===== src/design/dnh_pkg.sv =====
// ----------------------------------------------------------------------------
// dnh_pkg
// Shared constants, types and tables of the directory name hash block.
// ----------------------------------------------------------------------------
package dnh_pkg;

    localparam int unsigned MAX_NAME_BYTES = 255;

    localparam logic [2:0] CFG_VERSION = 3'd0;
    localparam logic [2:0] CFG_SEED0   = 3'd1;
    localparam logic [2:0] CFG_SEED1   = 3'd2;
    localparam logic [2:0] CFG_SEED2   = 3'd3;
    localparam logic [2:0] CFG_SEED3   = 3'd4;

    localparam logic [2:0] VER_LEGACY   = 3'd0;
    localparam logic [2:0] VER_MD4      = 3'd1;
    localparam logic [2:0] VER_TEA      = 3'd2;
    localparam logic [2:0] VER_LEGACY_U = 3'd3;
    localparam logic [2:0] VER_MD4_U    = 3'd4;
    localparam logic [2:0] VER_TEA_U    = 3'd5;

    localparam logic [31:0] K_MD4_2   = 32'h5A827999;
    localparam logic [31:0] K_MD4_3   = 32'h6ED9EBA1;
    localparam logic [31:0] K_DELTA   = 32'h9E3779B9;
    localparam logic [31:0] K_LEG0    = 32'h12A3FE2D;
    localparam logic [31:0] K_LEG1    = 32'h37ABE8F9;
    localparam logic [31:0] K_LEGMUL  = 32'h006D22F5;
    localparam logic [31:0] K_LEGSUB  = 32'h7FFFFFFF;
    localparam logic [31:0] K_IV0     = 32'h67452301;
    localparam logic [31:0] K_IV1     = 32'hEFCDAB89;
    localparam logic [31:0] K_IV2     = 32'h98BADCFE;
    localparam logic [31:0] K_IV3     = 32'h10325476;

    typedef enum logic [1:0] {
        SCH_LEGACY = 2'd0,
        SCH_MD4    = 2'd1,
        SCH_TEA    = 2'd2,
        SCH_ERROR  = 2'd3
    } t_scheme;

    typedef enum logic [2:0] {
        ST_IDLE,
        ST_LEGACY,
        ST_ROUND,
        ST_FOLD,
        ST_OUT
    } t_state;

    typedef struct packed {
        logic       start;
        t_scheme    scheme;
        logic [4:0] round;
    } t_core_ctl;

    function automatic logic [2:0] md4_word(input logic [4:0] k);
        logic [2:0] w;
        case (k)
            5'd8:  w = 3'd1;  5'd9:  w = 3'd3;  5'd10: w = 3'd5;  5'd11: w = 3'd7;
            5'd12: w = 3'd0;  5'd13: w = 3'd2;  5'd14: w = 3'd4;  5'd15: w = 3'd6;
            5'd16: w = 3'd3;  5'd17: w = 3'd7;  5'd18: w = 3'd2;  5'd19: w = 3'd6;
            5'd20: w = 3'd1;  5'd21: w = 3'd5;  5'd22: w = 3'd0;  5'd23: w = 3'd4;
            default: w = k[2:0];
        endcase
        return w;
    endfunction

    function automatic logic [4:0] md4_shift(input logic [4:0] k);
        logic [4:0] s;
        case ({k[4:3], k[1:0]}) inside
            4'b0000, 4'b0100, 4'b1000: s = 5'd3;
            4'b0001: s = 5'd7;
            4'b0010: s = 5'd11;
            4'b0011: s = 5'd19;
            4'b0101: s = 5'd5;
            4'b0110: s = 5'd9;
            4'b0111: s = 5'd13;
            4'b1001: s = 5'd9;
            4'b1010: s = 5'd11;
            4'b1011: s = 5'd15;
            default: s = 5'd3;
        endcase
        return s;
    endfunction

endpackage


===== src/design/dnh_if.sv =====
// ----------------------------------------------------------------------------
// dnh_if
// Valid/ready channel interfaces for name bytes and hash results.
// ----------------------------------------------------------------------------
interface dnh_in_if;
    logic       valid;
    logic       ready;
    logic [7:0] name_byte;
    logic [7:0] name_length;
    modport source (output valid, name_byte, name_length, input ready);
    modport sink   (input valid, name_byte, name_length, output ready);
endinterface

interface dnh_out_if;
    logic        valid;
    logic        ready;
    logic [31:0] major_hash;
    logic [31:0] minor_hash;
    logic        error_flag;
    modport source (output valid, major_hash, minor_hash, error_flag, input ready);
    modport sink   (input valid, major_hash, minor_hash, error_flag, output ready);
endinterface


===== src/design/dnh_core.sv =====
// ----------------------------------------------------------------------------
// dnh_core
// Shared round unit: one half-MD4 step or one TEA round per cycle.
// ----------------------------------------------------------------------------
module dnh_core (
    input  logic                     i_clk,
    input  dnh_pkg::t_core_ctl       i_ctl,
    input  logic [31:0]              i_chain [4],
    input  logic [31:0]              i_words [8],
    output logic [31:0]              o_v [4]
);
    import dnh_pkg::*;

    logic [31:0] r_v [4];
    logic [31:0] r_sum;
    logic [31:0] n_v [4];
    logic [31:0] n_sum;
    logic [1:0]  t;
    logic [31:0] x, y, z, f, a, tx, ty;
    logic [4:0]  sh;

    always_comb begin
        n_v   = r_v;
        n_sum = r_sum;
        t  = 2'd0 - i_ctl.round[1:0];
        x  = r_v[t + 2'd1];
        y  = r_v[t + 2'd2];
        z  = r_v[t + 2'd3];
        sh = md4_shift(i_ctl.round);
        if (i_ctl.round < 5'd8) begin
            f = (x & y) | (~x & z);
        end else if (i_ctl.round < 5'd16) begin
            f = ((x & y) | (x & z) | (y & z)) + K_MD4_2;
        end else begin
            f = (x ^ y ^ z) + K_MD4_3;
        end
        a  = r_v[t] + f + i_words[md4_word(i_ctl.round)];
        tx = '0;
        ty = '0;
        if (i_ctl.start) begin
            n_v   = i_chain;
            n_sum = '0;
        end else if (i_ctl.scheme == SCH_MD4) begin
            n_v[t] = (a << sh) | (a >> (6'd32 - {1'b0, sh}));
        end else begin
            n_sum = r_sum + K_DELTA;
            tx = r_v[0] + (((r_v[1] << 4) + i_words[0]) ^ (r_v[1] + n_sum)
                 ^ ((r_v[1] >> 5) + i_words[1]));
            ty = r_v[1] + (((tx << 4) + i_words[2]) ^ (tx + n_sum)
                 ^ ((tx >> 5) + i_words[3]));
            n_v[0] = tx;
            n_v[1] = ty;
        end
    end

    always_ff @(posedge i_clk) begin
        r_v   <= n_v;
        r_sum <= n_sum;
    end

    assign o_v = r_v;
endmodule


===== src/design/directory_name_hash.sv =====
// ----------------------------------------------------------------------------
// directory_name_hash
// Directory index hash (legacy, half-MD4, TEA) of a streamed file name.
// ----------------------------------------------------------------------------
// A name is taken one byte per word; the length comes with the first byte.
// A legacy byte is multiplied, then folded. A byte that closes a chunk, or
// the name, loads the shared round unit, runs it through its half-MD4 steps
// or TEA rounds and then updates the chain; other bytes are only stored in
// the chunk words. The result word follows the last byte and sits in an output
// register until taken; no byte is taken while it waits.
module directory_name_hash (
    input  logic        i_clk,
    input  logic        i_rst_n,
    input  logic        i_cfg_we,
    input  logic [2:0]  i_cfg_index,
    input  logic [31:0] i_cfg_wdata,
    dnh_in_if.sink      in_ch,
    dnh_out_if.source   out_ch
);
    import dnh_pkg::*;

    logic [2:0]  r_version;
    logic [31:0] r_seed [4];
    t_state      r_state, n_state;
    t_scheme     r_scheme;
    logic        r_uns;
    logic [7:0]  r_pos, r_len;
    logic [31:0] r_chain [4];
    logic [31:0] r_leg [2];
    logic [31:0] r_words [8];
    logic [31:0] r_prod;
    logic [4:0]  r_round;
    logic        r_last;
    logic        r_ovalid;
    logic [31:0] r_major, r_minor;
    logic        r_err;
    t_core_ctl   ctl;
    logic [31:0] core_v [4];
    logic [31:0] init_chain [4];
    logic [31:0] core_chain [4];
    logic [31:0] bx, h0, pad, maj;
    logic [7:0]  p, rem;
    logic        last, closes, first;
    t_scheme     sch;
    logic [4:0]  o;
    logic        acc;
    logic        err_res;

    always_ff @(posedge i_clk) begin
        if (!i_rst_n) begin
            r_version <= VER_MD4;
            r_seed[0] <= K_IV0;
            r_seed[1] <= K_IV1;
            r_seed[2] <= K_IV2;
            r_seed[3] <= K_IV3;
        end else if (i_cfg_we) begin
            unique case (i_cfg_index)
                CFG_VERSION: r_version <= i_cfg_wdata[2:0];
                CFG_SEED0:   r_seed[0] <= i_cfg_wdata;
                CFG_SEED1:   r_seed[1] <= i_cfg_wdata;
                CFG_SEED2:   r_seed[2] <= i_cfg_wdata;
                CFG_SEED3:   r_seed[3] <= i_cfg_wdata;
                default: ;
            endcase
        end
    end

    assign in_ch.ready = (r_state == ST_IDLE) && !r_ovalid;
    assign acc   = in_ch.valid && in_ch.ready;
    assign first = (r_pos == 8'd0);
    always_comb begin
        if (first) begin
            unique case (r_version) inside
                VER_LEGACY, VER_LEGACY_U: sch = SCH_LEGACY;
                VER_MD4, VER_MD4_U:       sch = SCH_MD4;
                VER_TEA, VER_TEA_U:       sch = SCH_TEA;
                default:                  sch = SCH_ERROR;
            endcase
        end else begin
            sch = r_scheme;
        end
    end
    assign p    = r_pos;
    assign last = ({1'b0, p} + 9'd1) >= {1'b0, (first ? in_ch.name_length : r_len)};
    assign bx   = ((first ? (r_version >= VER_LEGACY_U) : r_uns) || !in_ch.name_byte[7])
                  ? {24'd0, in_ch.name_byte} : {24'hFFFFFF, in_ch.name_byte};
    assign o    = (sch == SCH_MD4) ? p[4:0] : {1'b0, p[3:0]};
    assign closes = last || ((sch == SCH_MD4) ? (p[4:0] == 5'd31) : (p[3:0] == 4'd15));
    assign rem  = (first ? in_ch.name_length : r_len) - p;
    assign pad  = {4{rem}};
    assign h0   = r_leg[1] + (r_leg[0] ^ r_prod);
    assign err_res = acc && ((first && (in_ch.name_length == 8'd0))
                             || (sch == SCH_ERROR && last));

    always_comb begin
        if ((r_seed[0] | r_seed[1] | r_seed[2] | r_seed[3]) == '0) begin
            init_chain[0] = K_IV0;
            init_chain[1] = K_IV1;
            init_chain[2] = K_IV2;
            init_chain[3] = K_IV3;
        end else begin
            init_chain = r_seed;
        end
        if (acc && first) begin
            core_chain = init_chain;
        end else begin
            core_chain = r_chain;
        end
    end

    assign ctl.start  = (r_state == ST_IDLE);
    assign ctl.scheme = r_scheme;
    assign ctl.round  = r_round;

    dnh_core u_core (
        .i_clk   (i_clk),
        .i_ctl   (ctl),
        .i_chain (core_chain),
        .i_words (r_words),
        .o_v     (core_v)
    );

    always_comb begin
        n_state = r_state;
        unique case (r_state)
            ST_IDLE: begin
                if (acc && !(first && (in_ch.name_length == 8'd0))
                    && sch != SCH_ERROR) begin
                    if (sch == SCH_LEGACY) n_state = ST_LEGACY;
                    else if (closes) n_state = ST_ROUND;
                end
            end
            ST_LEGACY: n_state = ST_IDLE;
            ST_ROUND: begin
                if ((r_scheme == SCH_MD4 && r_round == 5'd23)
                    || (r_scheme == SCH_TEA && r_round == 5'd15)) n_state = ST_FOLD;
            end
            ST_FOLD: n_state = ST_IDLE;
            default: n_state = ST_IDLE;
        endcase
    end

    always_ff @(posedge i_clk) begin
        if (!i_rst_n) begin
            r_state  <= ST_IDLE;
            r_pos    <= 8'd0;
            r_len    <= 8'd0;
            r_ovalid <= 1'b0;
            r_round  <= 5'd0;
            r_scheme <= SCH_LEGACY;
            r_uns    <= 1'b0;
            r_last   <= 1'b0;
        end else begin
            r_state <= n_state;
            if (err_res || (r_last && (r_state == ST_LEGACY || r_state == ST_FOLD))) begin
                r_ovalid <= 1'b1;
            end else if (out_ch.ready) begin
                r_ovalid <= 1'b0;
            end
            r_round <= (r_state == ST_ROUND) ? r_round + 5'd1 : 5'd0;
            if (acc) begin
                r_last <= last;
                if (first) begin
                    r_len    <= in_ch.name_length;
                    r_scheme <= sch;
                    r_uns    <= (r_version >= VER_LEGACY_U);
                end
                if (!(first && in_ch.name_length == 8'd0)) begin
                    r_pos <= last ? 8'd0 : p + 8'd1;
                end
            end
        end
    end

    always_comb begin
        if (r_state == ST_LEGACY) begin
            maj = (h0[31] ? h0 - K_LEGSUB : h0) << 1;
        end else if (r_scheme == SCH_MD4) begin
            maj = r_chain[1] + core_v[1];
        end else begin
            maj = r_chain[0] + core_v[0];
        end
        maj[0] = 1'b0;
        if (maj == 32'hFFFFFFFE) maj = 32'hFFFFFFFC;
    end

    always_ff @(posedge i_clk) begin
        if (acc && first) begin
            r_chain  <= init_chain;
            r_leg[0] <= K_LEG0;
            r_leg[1] <= K_LEG1;
        end
        if (acc) begin
            r_prod <= bx * K_LEGMUL;
            if (o == 5'd0) begin
                r_words[0] <= (pad << 8) + bx;
                for (int w = 1; w < 8; w++) r_words[w] <= pad;
            end else begin
                r_words[o[4:2]] <= (r_words[o[4:2]] << 8) + bx;
            end
            if (err_res) begin
                r_err   <= 1'b1;
                r_major <= '0;
                r_minor <= '0;
            end
        end
        if (r_state == ST_LEGACY) begin
            r_leg[1] <= r_leg[0];
            r_leg[0] <= h0[31] ? h0 - K_LEGSUB : h0;
            if (r_last) begin
                r_major <= maj;
                r_minor <= '0;
                r_err   <= 1'b0;
            end
        end
        if (r_state == ST_FOLD) begin
            for (int k = 0; k < 4; k++) begin
                if (r_scheme == SCH_MD4 || k < 2) r_chain[k] <= r_chain[k] + core_v[k];
            end
            if (r_last) begin
                r_major <= maj;
                r_minor <= (r_scheme == SCH_MD4) ? r_chain[2] + core_v[2]
                                                 : r_chain[1] + core_v[1];
                r_err   <= 1'b0;
            end
        end
    end

    assign out_ch.valid      = r_ovalid;
    assign out_ch.major_hash = r_major;
    assign out_ch.minor_hash = r_minor;
    assign out_ch.error_flag = r_err;

    a_ready_idle: assert property (@(posedge i_clk) disable iff (!i_rst_n)
        in_ch.ready |-> r_state == ST_IDLE) else $error("ready outside idle");
    a_err_zero: assert property (@(posedge i_clk) disable iff (!i_rst_n)
        (r_ovalid && r_err) |-> (r_major == '0 && r_minor == '0))
        else $error("error result with hash");
    a_major_even: assert property (@(posedge i_clk) disable iff (!i_rst_n)
        r_ovalid |-> !r_major[0]) else $error("major low bit set");
    a_round_bound: assert property (@(posedge i_clk) disable iff (!i_rst_n)
        r_state == ST_ROUND |-> r_round < 5'd24) else $error("round overrun");
endmodule


===== src/flat_wrapper.sv =====
// flat-port wrapper written by rule: the top's interface ports become plain ports
module directory_name_hash_flat import dnh_pkg::*;
  (i_clk, i_rst_n, i_cfg_we, i_cfg_index, i_cfg_wdata, in_ch_valid, in_ch_name_byte, in_ch_name_length, in_ch_ready, out_ch_valid, out_ch_major_hash, out_ch_minor_hash, out_ch_error_flag, out_ch_ready);
  dnh_in_if in_ch_i ();
  dnh_out_if out_ch_i ();
  input  logic i_clk;
  input  logic i_rst_n;
  input  logic i_cfg_we;
  input  logic [2:0] i_cfg_index;
  input  logic [31:0] i_cfg_wdata;
  input wire logic [$bits(in_ch_i.valid)-1:0] in_ch_valid;
  input wire logic [$bits(in_ch_i.name_byte)-1:0] in_ch_name_byte;
  input wire logic [$bits(in_ch_i.name_length)-1:0] in_ch_name_length;
  output wire logic [$bits(in_ch_i.ready)-1:0] in_ch_ready;
  output wire logic [$bits(out_ch_i.valid)-1:0] out_ch_valid;
  output wire logic [$bits(out_ch_i.major_hash)-1:0] out_ch_major_hash;
  output wire logic [$bits(out_ch_i.minor_hash)-1:0] out_ch_minor_hash;
  output wire logic [$bits(out_ch_i.error_flag)-1:0] out_ch_error_flag;
  input wire logic [$bits(out_ch_i.ready)-1:0] out_ch_ready;
  assign in_ch_i.valid = in_ch_valid;
  assign in_ch_i.name_byte = in_ch_name_byte;
  assign in_ch_i.name_length = in_ch_name_length;
  assign in_ch_ready = in_ch_i.ready;
  assign out_ch_valid = out_ch_i.valid;
  assign out_ch_major_hash = out_ch_i.major_hash;
  assign out_ch_minor_hash = out_ch_i.minor_hash;
  assign out_ch_error_flag = out_ch_i.error_flag;
  assign out_ch_i.ready = out_ch_ready;
  directory_name_hash u_core (.i_clk(i_clk), .i_rst_n(i_rst_n), .i_cfg_we(i_cfg_we), .i_cfg_index(i_cfg_index), .i_cfg_wdata(i_cfg_wdata), .in_ch(in_ch_i), .out_ch(out_ch_i));
endmodule

===== config.mk =====
export PLATFORM = sky130hd
export DESIGN_NAME = directory_name_hash_flat
export DESIGN_NICKNAME = d
export VERILOG_FILES = /design/src/design/dnh_pkg.sv /design/src/design/dnh_if.sv /design/src/design/dnh_core.sv /design/src/design/directory_name_hash.sv /design/src/flat_wrapper.sv
export SDC_FILE = /design/constraint.sdc
export NUM_CORES = 2
export LEC_CHECK = 0
export ABC_AREA = 1
export CAP_MARGIN = 30
export CORE_MARGIN = 2
export CORE_UTILIZATION = 40
export CTS_CLUSTER_DIAMETER = 60
export DETAILED_ROUTE_END_ITERATION = 10
export DONT_BUFFER_PORTS = 1
export SLEW_MARGIN = 10
export SYNTH_ARGS = -nofsm -noshare
export SYNTH_HDL_FRONTEND = slang
export SYNTH_SLANG_ARGS = --single-unit

===== constraint.sdc =====
create_clock -name i_clk -period 16.9 [get_ports i_clk]
set_clock_uncertainty 0.1 [all_clocks]
set_input_delay 1.69 -clock i_clk [delete_from_list [all_inputs] [get_ports i_clk]]
set_output_delay 1.69 -clock i_clk [all_outputs]
set_load 0.01 [all_outputs]

# Word-level counts from Yosys, hierarchy flattened
# Memory sizes are Yosys's and may differ from the RTL's.
# Index checks and enable logic that the tools add are counted.
[op_classes] addsub=30 multipliers=1 n_lt_le_gt_ge=12 eq_ne=50 shift=2 muxes=90 bitwise=28 n_reduce_logical=54
[op_table] operator="$mux W32" n=36
[op_table] operator="$mux W128" n=4
[op_table] operator="$add A32 B32 Y32" n=15
[op_table] operator="$bmux W32 S2" n=4
[op_table] operator="$bwmux W256" n=1
[op_table] operator="$mux W256" n=1
[op_table] operator="$or A32 B32 Y32" n=7
[op_table] operator="$xor A32 B32 Y32" n=7
[op_table] operator="$bmux W32 S3" n=2
[op_table] operator="$and A32 B32 Y32" n=4
[op_table] operator="$bwmux W128" n=1
[op_table] operator="$mux W64" n=2
[op_table] operator="$demux W32 S3" n=1
[op_table] operator="$add A27 B32 Y32" n=2
[op_table] operator="$add A32 B31 Y32 const B" n=2
[op_table] operator="$demux W32 S2" n=1
[op_table] operator="$mux W24" n=2
[op_table] operator="$eq A5 B5 Y1 const B" n=9
[op_table] operator="$eq A5 B4 Y1 const B" n=8
[op_table] operator="$mux W5" n=8
[op_table] operator="$add A32 B32 Y32 const B" n=1
[op_table] operator="$logic_not A32 Y1" n=1
[op_table] operator="$mul A32 B23 Y32 const B" n=1
[op_table] operator="$not A32 Y32" n=1
[op_table] operator="57 further kinds" n=146
[totals] ff_bits=801 ram_bits=64 input_bits=56 output_inout_bits=67 word_cells=302 mem_count=1
[mem_list] memory="u_core.r_leg" words=2 word_bits=32 read_ports=2 rd_ports_with_merged_regs=0 wr=2 line_no="directory_name_hash.sv:29" rtl="logic [31:0] r_leg [2];"

# Longest topological paths before layout
[logic_depth] word_depth=19 depth_mapped=59

# By module
# A second synthesis with hierarchy kept.
[unflattened] hier_cells=11871 hier_area_um2=81298.0
[by_module_without_submodules] mod="directory_name_hash" instances=1 cells_each=6698 area_each_um2=48954.5
[by_module_without_submodules] mod="dnh_core" instances=1 cells_each=5173 area_each_um2=32343.5

# Worst setup path before layout
# No wires, ideal clock.
[synth_path] kind="input port to flip-flop" from="input in_ch_name_byte[7]" to="register u_core.r_prod[29], data pin" setup_time_ns=0.252 arrival_ns=9.335 required_ns=16.548 setup_slack_ns=7.213 stages=25 n_path_buf=0 path_cell_list="clkinv_1 > nor2_1 > ha_1 > ha_1 > fa_1 > ha_1 > ha_1 > inv_1 > fa_1 > inv_1 > fa_1 > ha_1 > a21oi_1 > a21boi_0 > o21ai_1 > a21oi_1 > o21ai_2 > nand2_1 > nand2_1 > a21boi_1 > o21ai_0 > nand2_1 > nand2_1 > nand2_1 > nand2_1"
[synth_between] elab_chain_cells=4
[synth_rtl] element="from (decl)" line_no="flat_wrapper.sv:12" rtl="input wire logic [$bits(in_ch_i.name_byte)-1:0] in_ch_name_byte;"
[synth_rtl] element="$logic_not A1 Y1" line_no="directory_name_hash.sv:85" rtl="assign bx = ((first ? (r_version >= VER_LEGACY_U) : r_uns) || !in_ch.name_byte[7])"
[synth_rtl] element="$logic_or A1 B1 Y1" line_no="directory_name_hash.sv:85"
[synth_rtl] element="$mux W32 (*)" line_no="directory_name_hash.sv:86" rtl="? {24'd0, in_ch.name_byte} : {24'hFFFFFF, in_ch.name_byte};"
[synth_rtl] element="$mul A32 B23 Y32 (*)" line_no="directory_name_hash.sv:194" rtl="r_prod <= bx * K_LEGMUL;"
[synth_rtl] element="to (signal assigned)" line_no="directory_name_hash.sv:194"
[synth_rtl] element="to (decl)" line_no="directory_name_hash.sv:31" rtl="logic [31:0] r_prod;"
# Every way passes the cells marked *; elsewhere a longest branch is shown, timed or not.
# A chain may end at the register's enable or synchronous reset.

==> run_results.csv <==
group,metric,value,unit
global_routing,grt_usage,37.37,%
run_status,status,"finished clean",
floorplanning,rows,163,
critical_path,crit_type,"register to register",
critical_path,critPathRequiredTime,17.33,ns
critical_path,r2r_cells,47,
logic_synthesis,synth_area_leaders,"edfxtp_1 (18%), nand2_1 (12%), ha_1 (10%)",
routing,wl_per_cell,27.99,µm
critical_path,cpMostUsedCell,"a21oi_1",
timing,period_share,66.48,%
critical_path,crit_path_max_fanout,6,
cells_and_area,multi_input_area,50420,µm²
cells_and_area,fillers,20430,
timing,finalSetupViolations,0,
timing,tightest_slew,1.384,ns
clocking,cts.path.max_buffers,3,
placement,pre_cts_ws,5.725,ns
critical_path,critPathBufInv,5,
cells_and_area,utilization,43.82,%
timing,relSlewSlack,7.744,%
logic_synthesis,ys.flop_type,"edfxtp_1",
floorplanning,dieArea,201100,µm²
routing,ant_nets,0,
logic_synthesis,syn_area_per_cell,7.029,µm²
logic_synthesis,synthArstFlopShare,0,%
logic_synthesis,yosys.area.top_type,"edfxtp_1",
placement,gp_congestion,1.067,
timing,hold_viol_final,0,
floorplanning,die_x,448.4,µm
critical_path,cp.depth,47,
routing,drc_errors,0,
critical_path,cp_slowest_stage_delay,0.67,ns
critical_path,critPathLaunchType,"register",
logic_synthesis,synth_top_area_share,18.25,%
floorplanning,dieHeight,448.4,µm
critical_path,regToRegSetupSlack,5.67,ns
routing,drt-total-wl,387900,µm
min_path,min_path_cells,2,
placement,dp_hpwl,311200,µm
logic_synthesis,synth_seq_cells,864,
critical_path,crit_start,"u_core.u_core.r_sum[0]",
logic_synthesis,post-synth-top-count-cell,"nand2_1",
global_routing,antenna_found_initial,17,
critical_path,endpoint,"u_core.u_core.o_v[93]",
clocking,cts.repair.resized,0,
cells_and_area,fin_nets,11990,
routing,vias_per_cell,5.914,
cells_and_area,drive_gt1_share,4.567,%
cells_and_area,area_growth,9.158,%
clocking,hold_buffers,0,
clocking,post_cts_buffers,0,
logic_synthesis,syn_area,79000,µm²
critical_path,cp.arrival,11.66,ns
timing,setup_ws,5.665,ns
critical_path,slowest_stage,"xor2_1",
timing,maxSlewViolCount,0,
routing,drtIter0Drc,10420,
critical_path,end_kind,"register",
critical_path,reg2reg_to,"u_core.u_core.o_v[93]",
logic_synthesis,synthCells,11240,
timing,rsz0062_at_grt,"false",
global_routing,overflow,0,
min_path,worstHoldPathType,"register to register",
cells_and_area,regArea,22110,µm²
clocking,cts_tree,"yes",
timing,hold_slack,0.3611,ns
logic_synthesis,synth_edf_count,480,
timing,clock.fmax,89.01,MHz
routing,vias,81970,
floorplanning,core,196800,µm²
timing,setup_tns,0,ns
critical_path,rr_startpoint,"u_core.u_core.r_sum[0]",
clocking,cts_sinks,864,
logic_synthesis,synth_common_cells,"nand2_1 (2625), inv_1 (1355), o21ai_0 (1195), nor2_1 (838), a21oi_1 (799)",
logic_synthesis,synth.distinct_cells,68,
timing,fin_crit,11.23,ns
global_routing,grt_pass1_vias,76110,
global_routing,grt_start_max_net_pins,135,
clocking,cts-root-buf,"clkbuf_16",
clocking,clk_pin_slew,0.06,ns
clocking,cts_buffers,114,
floorplanning,ios,123,
logic_synthesis,ys_warn_count,0,
routing,first_pass_iters,8,
critical_path,critPathTopFamily,"compound AO/OA/AOI/OAI gates",
logic_synthesis,ys_seq_area_share,27.98,%
global_routing,grt_pass1_wl,541000,µm
placement,io_buffer_count,0,
run,drv_cap,0,
floorplanning,initial_core_util,40.14,%
clocking,clk_latency,0.85,ns
clocking,h-tree-depth,3,
## routing by layer
metal,GRT usage (%),wire (µm),up-vias
met3,7.187,35900,844
met4,23.85,29430,6
li1,-,-,37530
met2,57.66,167700,4198
met1,47.81,154900,39390
met5,0,37,-
## cell usage in the layout (no fill, tap or decap), types with 26 or more instances in the layout
cell,synthesis,final
buf_4,6,140
nand3_1,771,768
xnor2_1,191,191
a31oi_1,95,95
a21o_1,49,49
a32oi_1,26,26
xor2_1,381,381
ha_1,638,638
o21ai_0,1195,1191
o21ai_1,29,29
or2_2,57,57
inv_1,1355,1352
nor2_1,838,816
nor3_1,88,86
o22ai_1,135,135
clkbuf_16,0,115
fa_1,181,181
nand2_1,2625,2617
nor4_1,47,46
a21oi_1,799,797
o211ai_1,65,65
edfxtp_1,480,480
o21bai_1,29,29
nand4_1,95,95
dfxtp_1,384,383
## area by class of cell
class | instances | share of cell area, %
Inverter | 1383 | 6.026
Timing Repair Buffer | 150 | 1.435
Multi-Input combinational cell | 8600 | 58.47
Clock inverter | 75 | 1.069
Sequential cell | 864 | 25.63
Antenna cell | 8 | 0.02322
Tap cell | 2640 | 3.831
Clock buffer | 139 | 3.511
## registers in the layout (all words and copies together) (netlist names)
name                      count
u_core.r_words              256
u_core.r_chain              128
u_core.r_seed               128
u_core.u_core.o_v           128
u_core.r_leg                 64
u_core.out_ch.major_hash     32
u_core.out_ch.minor_hash     32
u_core.r_prod                32
u_core.u_core.r_sum          32
u_core.p                      8
u_core.r_len                  8
u_core.r_round                5
u_core.r_version              3
u_core.r_scheme               2
u_core.r_state                2
u_core.out_ch.error_flag      1
u_core.out_ch.valid           1
u_core.r_last                 1
u_core.r_uns                  1
## worst min-delay path by stage
stage	startpoint	to	slack, ns
floorplan	u_core.r_uns	u_core.r_uns	0.32
global placement	u_core.r_uns	u_core.r_uns	0.33
detailed placement	u_core.r_uns	u_core.r_uns	0.34
CTS	u_core.r_uns	u_core.r_uns	0.36
global route	u_core.r_uns	u_core.r_uns	0.38
finish	u_core.r_uns	u_core.r_uns	0.36
## cell families after synthesis
family / synth area share [%]
muxes: 0.05069
xor gates and xnor gates: 6.411
other: 0.004747
adders and majority gates: 14.69
buffers and inverters: 8.531
DFF: 27.98
AOI/OAI and AO/OA: 17.99
and+or+nand+nor: 24.35
## metrics by stage
step | std cells | area, µm²
finish | 13860 | 86230
detailed placement | 13630 | 82180
floorplan | 11240 | 79010
CTS | 13850 | 86130
global route | 13850 | 86220
global placement | 13630 | 82070
## worst min-delay path, delay by kind of cell, from the launching register on
family / cells / cell delay [ns]
compound gates: 1 / 0.06
buf+inv: 1 / 0.06
flops: 1 / 0.30
Power is left out: the tool's default activity adds up to more than one toggle a clock period on the data nets, which glitch-free logic cannot reach.
